## config.mk

```make
export PLATFORM = sky130hd
export DESIGN_NAME = rmq_div
export DESIGN_NICKNAME = d
export VERILOG_FILES = /design/src/rtl/rmq_pkg.sv /design/src/rtl/rmq_div.sv
export SDC_FILE = /design/constraint.sdc
export NUM_CORES = 1
export LEC_CHECK = 0
export ABC_AREA = 1
export BUFFER_PORTS_ARGS = -buffer_cell sky130_fd_sc_hd__buf_4
export CORE_ASPECT_RATIO = 0.9
export CORE_UTILIZATION = 55
export DETAILED_ROUTE_END_ITERATION = 8
export GPL_ROUTABILITY_DRIVEN = 0
export PLACE_DENSITY = 0.78
export SYNTH_ARGS = -nofsm -noshare
export SYNTH_HDL_FRONTEND = slang
export SYNTH_SLANG_ARGS = --single-unit
```

## constraint.sdc

```tcl
create_clock -name clk -period 3.24 [get_ports clk]
set_clock_uncertainty 0.1 [all_clocks]
set_input_delay 0.648 -clock clk [delete_from_list [all_inputs] [get_ports clk]]
set_output_delay 0.648 -clock clk [all_outputs]
set_load 0.1 [all_outputs]
```

## src/rtl/rmq_pkg.sv

```systemverilog
// shared constants and types for the rotation matrix to quaternion converter
package rmq_pkg;

  localparam int QW = 16;
  localparam int RAD_W = 17;   // radicand, positive part only
  localparam int ROOT_W = 18;  // floor(sqrt(radicand * 2^18))
  localparam int MAG_W = 17;   // magnitude of an off-diagonal numerator, up to 2^16
  localparam int SQRT_LAT = ROOT_W;
  localparam int DIV_LAT = QW;
  localparam int SIDE_LEN = SQRT_LAT + DIV_LAT + 1;

  localparam logic signed [18:0] Q_ONE = 19'sd16384;
  localparam logic signed [QW-1:0] Q_MAX = 16'sh7fff;
  localparam logic signed [QW-1:0] Q_MIN = 16'sh8000;

  typedef logic [1:0] case_t;
  localparam case_t CASE_TRACE = 2'd0;
  localparam case_t CASE_X = 2'd1;
  localparam case_t CASE_Y = 2'd2;
  localparam case_t CASE_Z = 2'd3;

  typedef struct packed {
    case_t kase;
    logic zero;
    logic [3:0] neg;
    logic [3:0][MAG_W-1:0] mag;
  } side_t;

endpackage

```

## src/rtl/rmq_div.sv

```systemverilog
// pipelined rounded divide of mag * 2^15 by root, overflow check then 15 quotient bits
module rmq_div (
  input  logic clk,
  input  logic en,
  input  logic [rmq_pkg::MAG_W-1:0] mag,
  input  logic [rmq_pkg::ROOT_W-1:0] r,
  output logic ovf,
  output logic [rmq_pkg::QW-2:0] quo
);
  import rmq_pkg::*;

  localparam int QB = QW - 1;
  localparam int D_W = MAG_W + QB + 1;

  logic [D_W-1:0] d;
  logic [D_W:0] lim;

  logic ovf_q [DIV_LAT];
  logic [ROOT_W-1:0] rem_q [DIV_LAT];
  logic [ROOT_W-1:0] r_q [DIV_LAT];
  logic [QB-1:0] low_q [DIV_LAT];
  logic [QB-1:0] q_q [DIV_LAT];

  // add half the divisor for round to nearest
  assign d = {1'b0, mag, {QB{1'b0}}} + {{(D_W-ROOT_W+1){1'b0}}, r[ROOT_W-1:1]};
  assign lim = {{(D_W+1-ROOT_W-QB){1'b0}}, r, {QB{1'b0}}};

  always_ff @(posedge clk) begin
    if (en) begin
      ovf_q[0] <= ({1'b0, d} >= lim);
      rem_q[0] <= d[D_W-1 -: ROOT_W];
      r_q[0] <= r;
      low_q[0] <= d[QB-1:0];
      q_q[0] <= '0;
    end
  end

  for (genvar k = 1; k < DIV_LAT; k++) begin : g_stage
    logic [ROOT_W:0] rsh;
    logic [ROOT_W:0] diff;
    logic ge;

    assign rsh = {rem_q[k-1], low_q[k-1][QB-1]};
    assign ge = (rsh >= {1'b0, r_q[k-1]});
    assign diff = rsh - {1'b0, r_q[k-1]};

    always_ff @(posedge clk) begin
      if (en) begin
        ovf_q[k] <= ovf_q[k-1];
        rem_q[k] <= ge ? diff[ROOT_W-1:0] : rsh[ROOT_W-1:0];
        r_q[k] <= r_q[k-1];
        low_q[k] <= {low_q[k-1][QB-2:0], 1'b0};
        q_q[k] <= {q_q[k-1][QB-2:0], ge};
      end
    end
  end

  assign ovf = ovf_q[DIV_LAT-1];
  assign quo = q_q[DIV_LAT-1];

endmodule

```

==> out/results.tsv <==
metric	value	unit
status	finished, final reports clean	
antenna_found_initial	1	
clock.fmax	366	MHz
layout-area-overhead-vs-synth	8.78	%
ys_types	40	
antenna_left	0	
worstPathMaxFanout	13	
drc_errors	0	
hp-class	in -> reg	
cts_buffers	71	
holdWs	0.124	ns
io_pins	53	
worst_slack	0.506	ns
utilization	0.606	
clock_path_buffers	3	
cp.depth	11	
place_hpwl	78600	um
nets	5439	
grt_pass1_wl	162000	um
slowest_stage	edfxtp_1	
crit_end	rem_q[0][44]$_DFFE_PP_	
grt_pass1_vias	31414	
fp.dieW	295	um
peakVddDrop	0.000481	V
fillers	6327	
preCtsSetupSlack	-0.0125	ns
insertion_delay	0.62	ns
synth_ff_type	edfxtp_1	
start_util	0.557	
r2r-end	rem_q[0][44]$_DFFE_PP_	
synthArstFlopShare	0	
drt_iter0_markers	3190	
rsz0062_at_grt	false	
crit_required	3.47	ns
power.density	890	nW/um^2
setup_tns	0	ns
grt_max_degree	112	
synthMuxAreaShare	0	
hold_buffers	0	
clk_pin_slew	0.07	ns
synth-edff-count	676	
start_kind	register	
cp-startpoint	r_q[0][27]$_DFFE_PP_	
setup_violations	0	
clock-sinks	676	
portBuffers	52	
critPathMaxStageDelay	0.43	ns
wl	102000	um
wire_per_inst	16.4	um
power.total	41200	uW
rr_startpoint	r_q[0][27]$_DFFE_PP_	
die-area	78500	sq um
synth_xor_area_frac	0.0261	
drive_gt1_frac	0.0746	
antenna_cells	0	
maxCapViolations	0	
crit_top_cell	nand2_1	
syn_avg_cell_area	8.51	sq um
maxSlewHeadroom	0.391	
syn-num-nets	5343	
path_buf_inv	3	
cts_setup_buffers	0	
synth_top_family_by_area	simple AND/OR/NAND/NOR gates	
htreeDepth	3	
ys_seq_elements	676	
synth_compound_gate_area_share	0.0394	
crit_chain	inv_1 > ha_1 > nand2_1 > inv_2 > a21oi_2 > nand2_1 > nand2_1 > nand4_1 > buf_4 > nand2_1 > nand2_1	
critPathKind	reg -> reg	
period_needed	2.73	ns
yosysWarnings	0	
worstPathArrival	2.96	ns
via_per_inst	5.40	
min_period_over_period	0.844	
first_pass_iters	7	
r2r_setup_slack	0.51	ns
syn_area	42600	sq um
grt-ovfl-total	0	
slew_viol_final	0	
vias	33348	
synthCells	5001	
leakage	0.0223	uW
end_kind	register	
die_height	266	um
cts_root_buf	clkbuf_16	
hold_viol_final	0	
synthSimpleGateAreaFrac	0.277	
core	76400	sq um
cts_tree	yes	
r2r_cells	11	
seq_area_frac_synth	0.477	
synth_fa_ha_area_frac	0.0923	
cts_resized	0	
worst_pin_slew	0.913	ns
rows	96	
path_delay_family	simple AND/OR/NAND/NOR gates	
grtUsageTotal	0.260	
## state kept, by name, indices dropped and copies added (netlist names)
signal	flops
r_q	270
rem_q	270
ovf_q	16
q_q	120
## metrics by stage
step | cells | instance area (sq um)
finish | 6174 | 46300
CTS | 6174 | 46300
global placement | 6053 | 44100
global route | 6174 | 46300
detailed placement | 6053 | 44100
floorplan | 5001 | 42600
## cell usage in the layout, fill, tap and decap left out, types with 7 or more instances in the layout
master,instances
nand2_1,1648
inv_1,831
edfxtp_1,676
nand3_1,396
nor2_1,324
ha_1,290
a21oi_1,145
xor2_1,96
nand3b_1,91
buf_4,84
clkbuf_16,72
nand2_2,56
o21ai_0,50
nor3_1,46
nand4_1,41
nand3_2,38
xnor2_1,31
a21oi_2,23
clkinv_1,22
o21ai_1,20
nor2_4,18
o21bai_1,17
fa_1,15
inv_2,12
nand2_4,11
o21ai_2,11
nor2_2,10
clkinv_2,10
o21ai_4,9
clkbuf_1,8
buf_12,7
## layout make-up
class | count | area, sq um | share of cell area
Tap cell | 1029 | 1290 | 0.0278
Multi-Input combinational cell | 3403 | 18500 | 0.400
Sequential cell | 676 | 20300 | 0.438
Clock inverter | 41 | 399 | 0.00862
Timing Repair Buffer | 92 | 786 | 0.0170
Inverter | 853 | 3200 | 0.0691
Clock buffer | 80 | 1830 | 0.0396
## worst min path at each step
stage / start / to / slack (ns) / depth (start not counted)
2_1_floorplan: ovf_q[0][0]$_DFFE_PP_ / ovf_q[0][1]$_DFFE_PP_ / 0.30 / 0
6_report: r[16] / r_q[0][16]$_DFFE_PP_ / 0.12 / 1
3_5_place_dp: q_q[3][1]$_DFFE_PP_ / q_q[3][17]$_DFFE_PP_ / 0.30 / 0
5_1_grt: r[15] / r_q[0][15]$_DFFE_PP_ / 0.1 / 1
4_1_cts: r[16] / r_q[0][16]$_DFFE_PP_ / 0.09 / 1
3_3_place_gp: q_q[4][7]$_DFFE_PP_ / q_q[4][23]$_DFFE_PP_ / 0.30 / 0
## synthesized netlist by cell type, types with 3 or more instances
master    number  share of area
nand2_1     1648           0.15
inv_1        831          0.073
edfxtp_1     676           0.48
nand3_1      396          0.047
nor2_1       324          0.029
ha_1         290          0.085
a21oi_1      145          0.017
xor2_1        96          0.020
nand3b_1      91          0.016
nand2_2       56         0.0082
o21ai_0       50         0.0059
nor3_1        46         0.0054
buf_4         43         0.0076
nand4_1       41         0.0060
nand3_2       38         0.0089
xnor2_1       31         0.0064
a21oi_2       23         0.0047
o21ai_1       20         0.0024
nor2_4        18         0.0048
o21bai_1      17         0.0030
buf_6         16         0.0042
fa_1          15         0.0071
inv_2         12         0.0011
nand2_4       11         0.0029
o21ai_2       11         0.0023
clkinv_1      10        0.00088
nor2_2        10         0.0015
buf_2          9         0.0011
o21ai_4        9         0.0034
nor4_1         5        0.00073
and2_1         3        0.00044
## cell families after synthesis
group           count (synthesis)
flops                         676
buf+inv                       922
compound gates                279
xor+xnor                      127
simple gates                 2692
fa+ha+maj                     305
## where the power goes
part           switching (uW)  leakage, uW  internal (uW)
clock                    3380      0.00108           4490
sequential               1500      0.00662          12600
combinational           12600       0.0146           6650
## per-layer routing
layer  vias up  wire (um)  track usage
li1      16403          -            -
met1     15344      42700        0.344
met2      1341      47400        0.430
met3       258       7090       0.0329
met4         2       4330        0.109
met5         -         13            0
Note: power is estimated with default switching activity, not from simulation.
