### src/rtl/rmq_pkg.sv
// shared constants and types for the rotation matrix to quaternion converter
package rmq_pkg;

  localparam int QW = 16;
  localparam int RAD_W = 17;   // radicand, positive part only
  localparam int ROOT_W = 18;  // floor(sqrt(radicand * 2^18))
  localparam int MAG_W = 17;   // magnitude of an off-diagonal numerator, up to 2^16
  localparam int SQRT_LAT = ROOT_W;
  localparam int DIV_LAT = QW;
  localparam int SIDE_LEN = SQRT_LAT + DIV_LAT + 1;

  localparam logic signed [18:0] Q_ONE = 19'sd16384;
  localparam logic signed [QW-1:0] Q_MAX = 16'sh7fff;
  localparam logic signed [QW-1:0] Q_MIN = 16'sh8000;

  typedef logic [1:0] case_t;
  localparam case_t CASE_TRACE = 2'd0;
  localparam case_t CASE_X = 2'd1;
  localparam case_t CASE_Y = 2'd2;
  localparam case_t CASE_Z = 2'd3;

  typedef struct packed {
    case_t kase;
    logic zero;
    logic [3:0] neg;
    logic [3:0][MAG_W-1:0] mag;
  } side_t;

endpackage

### src/rtl/rmq_isqrt.sv
// pipelined integer square root of radicand * 2^18, one result bit per stage
module rmq_isqrt (
  input  logic clk,
  input  logic en,
  input  logic [rmq_pkg::RAD_W-1:0] radicand,
  output logic [rmq_pkg::ROOT_W-1:0] root
);
  import rmq_pkg::*;

  localparam int V_W = 2 * ROOT_W;
  localparam int REM_W = ROOT_W + 1;

  logic [REM_W-1:0] rem_i [SQRT_LAT];
  logic [ROOT_W-1:0] root_i [SQRT_LAT];
  logic [V_W-1:0] v_i [SQRT_LAT];
  logic [REM_W-1:0] rem_q [SQRT_LAT];
  logic [ROOT_W-1:0] root_q [SQRT_LAT];
  logic [V_W-1:0] v_q [SQRT_LAT];

  for (genvar k = 0; k < SQRT_LAT; k++) begin : g_stage
    logic [REM_W+1:0] rsh;
    logic [REM_W+1:0] trial;
    logic [REM_W+1:0] diff;
    logic ge;

    if (k == 0) begin : g_first
      assign rem_i[k] = '0;
      assign root_i[k] = '0;
      assign v_i[k] = {1'b0, radicand, {(V_W-RAD_W-1){1'b0}}};
    end else begin : g_rest
      assign rem_i[k] = rem_q[k-1];
      assign root_i[k] = root_q[k-1];
      assign v_i[k] = v_q[k-1];
    end

    assign rsh = {rem_i[k], v_i[k][V_W-1 -: 2]};
    assign trial = {1'b0, root_i[k], 2'b01};
    assign ge = (rsh >= trial);
    assign diff = rsh - trial;

    always_ff @(posedge clk) begin
      if (en) begin
        rem_q[k] <= ge ? diff[REM_W-1:0] : rsh[REM_W-1:0];
        root_q[k] <= {root_i[k][ROOT_W-2:0], ge};
        v_q[k] <= {v_i[k][V_W-3:0], 2'b00};
      end
    end
  end

  assign root = root_q[SQRT_LAT-1];

endmodule

### config.mk
export PLATFORM = sky130hd
export DESIGN_NAME = rmq_isqrt
export DESIGN_NICKNAME = d
export VERILOG_FILES = /design/src/rtl/rmq_pkg.sv /design/src/rtl/rmq_isqrt.sv
export SDC_FILE = /design/constraint.sdc
export NUM_CORES = 1
export LEC_CHECK = 0
export CAP_MARGIN = 0
export CORE_MARGIN = 1
export CORE_UTILIZATION = 55
export CTS_CLUSTER_SIZE = 12
export DETAILED_ROUTE_END_ITERATION = 7
export DONT_BUFFER_PORTS = 1
export GPL_ROUTABILITY_DRIVEN = 0
export PLACE_DENSITY = 0.72
export SYNTH_ARGS = -nofsm -noshare
export SYNTH_HDL_FRONTEND = slang
export SYNTH_SLANG_ARGS = --single-unit
### constraint.sdc
create_clock -name clk -period 3.1 [get_ports clk]
set_clock_uncertainty 0.05 [all_clocks]
set_input_delay 0.465 -clock clk [delete_from_list [all_inputs] [get_ports clk]]
set_output_delay 0.465 -clock clk [all_outputs]
set_load 0.02 [all_outputs]
==> flow_summary_export.csv <==
group,metric,value,unit
min_path,hp-class,"input port to register",
sta,whs,0.0898,ns
detailed_routing,route.detailed.drc,0,
final_layout,mostFrequentLayoutCells,"edfxtp_1 (532), inv_1 (220), ha_1 (170)",
critical_path,path_buf_inv,2,
final_layout,final_common_cell,"edfxtp_1",
sta,tns,0,ns
grt,use_met3,3.02,%
logic_synthesis,ys_ff_latch,532,
floorplanning,ios,37,
grt,track_usage,19.8,%
power_and_ir_drop,vdd_drop_max,0.673,mV
detailed_routing,drt-initial-drc-count,1017,
clocking,ctsLongestPathBuffers,3,
detailed_routing,firstDrtPassIters,5,
place,hpwl,34.2,mm
clocking,cts_tree,"done",
place,io_buffers,0,
place,dp_slack,-0.0632,ns
power_and_ir_drop,p_switching,4.98,mW
clocking,h-tree-depth,2,
critical_path,cp-start-kind,"register",
grt,use_met2,34.9,%
power_and_ir_drop,p_seq_share,50.6,%
floorplanning,die_h,225,um
grt,grt_antenna_before_repair,0,
logic_synthesis,async_reset_ff_share,0,%
critical_path,endpoint_kind,"register",
floorplanning,core,49100,sq um
logic_synthesis,syn-cell-area,27400,sq um
final_layout,ff_latch_area,16000,sq um
power_and_ir_drop,p_leak,11.9,nW
grt,grt_pass1_vias,17100,
sta,hold_viol,0,
sta,min_period_over_period,97.1,%
job,max_cap_viol_count,0,
critical_path,critical-path-top-delay-family,"compound AO/OA/AOI/OAI gates",
power_and_ir_drop,switching_share,26.4,%
logic_synthesis,synth_warnings,0,
detailed_routing,ant_nets,0,
final_layout,syn_to_final_growth,10.7,%
detailed_routing,routed_wirelength,49.9,mm
sta,worst_pin_slew,1.52,ns
logic_synthesis,synthCells,2265,
sta,slew_headroom,-1.27,%
sta,fin_crit,3.01,ns
sta,maxSlewViolCount,44,
clocking,cts-buffers-inserted,56,
final_layout,fill_cells,3769,
logic_synthesis,syn_nets,2464,
grt,top_usage_layer,"met2",
logic_synthesis,yosysTopAreaCell,"edfxtp_1",
clocking,cts.sinks,532,
clocking,cts-root-buf,"clkbuf_16",
logic_synthesis,yosysTopAreaCellShare,58.3,%
detailed_routing,via_count,17300,
final_layout,layout-drive-gt1-share,7.66,%
final_layout,multiInputGateArea,10500,sq um
power_and_ir_drop,power_density,623,nW/um^2
critical_path,required,3.40,ns
floorplanning,dieArea,50700,sq um
final_layout,design_area,30300,sq um
logic_synthesis,synth-main-ff-cell,"edfxtp_1",
critical_path,worstPathCellList,"ha_2, inv_1, fa_2, nor2b_1, o31a_1, o41ai_2, buf_4, o31ai_2, o41a_1, nor3_2, mux2_2",
critical_path,cpPeakStageDelay,0.46,ns
outcome,violations,"slew limit",
detailed_routing,avgRoutedWirePerCell,16.3,um
critical_path,cp.arrival,3.31,ns
power_and_ir_drop,p_total,18.9,mW
logic_synthesis,synth.distinct_cells,84,
sta,fin_ws,0.0906,ns
floorplanning,die_x,225,um
logic_synthesis,synthTopCellsByArea,"edfxtp_1 (58%), ha_1 (7.9%), xor2_1 (3.4%), inv_1 (3.0%), xnor2_1 (2.7%)",
final_layout,fin_nets,2549,
logic_synthesis,synth-edff-count,532,
grt,gr-usage-met1,23.9,%
logic_synthesis,yosysSeqAreaShare,58.3,%
sta,fmax,332,MHz
final_layout,antennaDiodeCount,0,
power_and_ir_drop,clockPowerShare,31.9,%
grt,overflow,0,
sta,setup_viol,0,
place,postPlaceCellArea,28400,sq um
floorplanning,std_cell_rows,81,
grt,grt_pass1_wl,81.6,mm
power_and_ir_drop,p_int,13.9,mW
detailed_routing,viasPerCell,5.66,
critical_path,crit_slowest_cell,"edfxtp_1",
clocking,clk_pin_slew,0.06,ns
critical_path,crit_path_max_fanout,3,
grt,grt_max_degree,429,
clocking,insertion_delay,0.61,ns
critical_path,critical_path_class,"register to register",
logic_synthesis,syn_avg_cell_area,12.1,sq um
floorplanning,initial_core_util,55.8,%
sta,rsz0062_at_grt,"yes",
outcome,status,"finished, violations left",
power_and_ir_drop,comb_power_share,17.5,%
flip-flops by register name, summed over array words and instances (netlist names):
signal / flops
rem_q: 289
root_q: 171
v_q: 72
cell usage after synthesis, drive strengths merged (5+ instances only):
cell type	number
a2111oi	5
a211o	6
a211oi	12
a21o	49
a21oi	131
a31oi	16
a41oi	6
and2	11
and3	10
buf	9
clkbuf	19
edfxtp	532
fa	8
ha	172
inv	221
mux2	33
mux2i	8
nand2	143
nand2b	36
nand3	25
nand3b	11
nand4	12
nor2	146
nor2b	26
nor3	75
nor3b	5
nor4	30
o211ai	9
o21a	38
o21ai	130
o21bai	16
o311ai	5
o31a	10
o31ai	15
or2	9
or3	30
or4	13
xnor2	83
xor2	105
repair_timing:
action | in CTS | in global routing
gates resized for setup | 2 | 16
cloned | 1 | 0
setup buffers | 0 | 5
hold buffers | 18 | 0
endpoints found under the setup margin | 2 | 27
pin swaps | 1 | 6
hold endpoints to repair | 122 | 0
cell families after synthesis:
logic type	count (synthesis)	synth area share [%]
AOI/OAI and AO/OA	480	11.2
xor gates and xnor gates	188	6.01
muxes	41	1.66
and+or+nand+nor	593	10.8
adders and majority gates	180	8.44
other	1	0.0137
buffers and inverters	250	3.51
DFF	532	58.3
power by group through the flow:
| stage | sequential, mW | clock (mW) | combinational [mW] |
|---|---|---|---|
| floorplan | 9.49 | 0 | 2.52 |
| global placement | 9.66 | 0 | 3.02 |
| detailed placement | 9.69 | 0 | 3.17 |
| CTS | 9.55 | 6.16 | 3.26 |
| global route | 9.63 | 6.41 | 3.70 |
| finish | 9.56 | 6.01 | 3.30 |
per-layer routing:
metal	vias up	wire, um
li1	8499	-
met4	0	1670
met3	112	1900
met1	8325	21100
met2	350	25200
met5	-	0
layout make-up:
| cell class | count | share of cell area [%] |
|---|---|---|
| Sequential cell | 532 | 52.7 |
| Multi-Input combinational cell | 1483 | 34.8 |
| Clock buffer | 69 | 4.78 |
| Inverter | 222 | 2.75 |
| Tap cell | 664 | 2.74 |
| Timing Repair Buffer | 55 | 1.73 |
| Clock inverter | 28 | 0.545 |
per-stage QoR:
step,std cells,util [%]
CTS,3048,61.6
floorplan,2265,-
detailed placement,2932,57.8
global placement,2932,57.8
finish,3053,61.8
global route,3053,61.8
worst paths after layout:
kind / from / slack [ns] / to / cells past startpoint
hold reg to reg: v_q[4][30] / 0.37 / v_q[5][32] / 0
setup reg to reg: rem_q[13][0] / 0.09 / rem_q[14][18] / 11
hold / removal: en / 0.09 / v_q[0][22] / 0
setup / recovery: rem_q[13][0] / 0.09 / rem_q[14][18] / 11
Power figures use the tool's default switching activity.
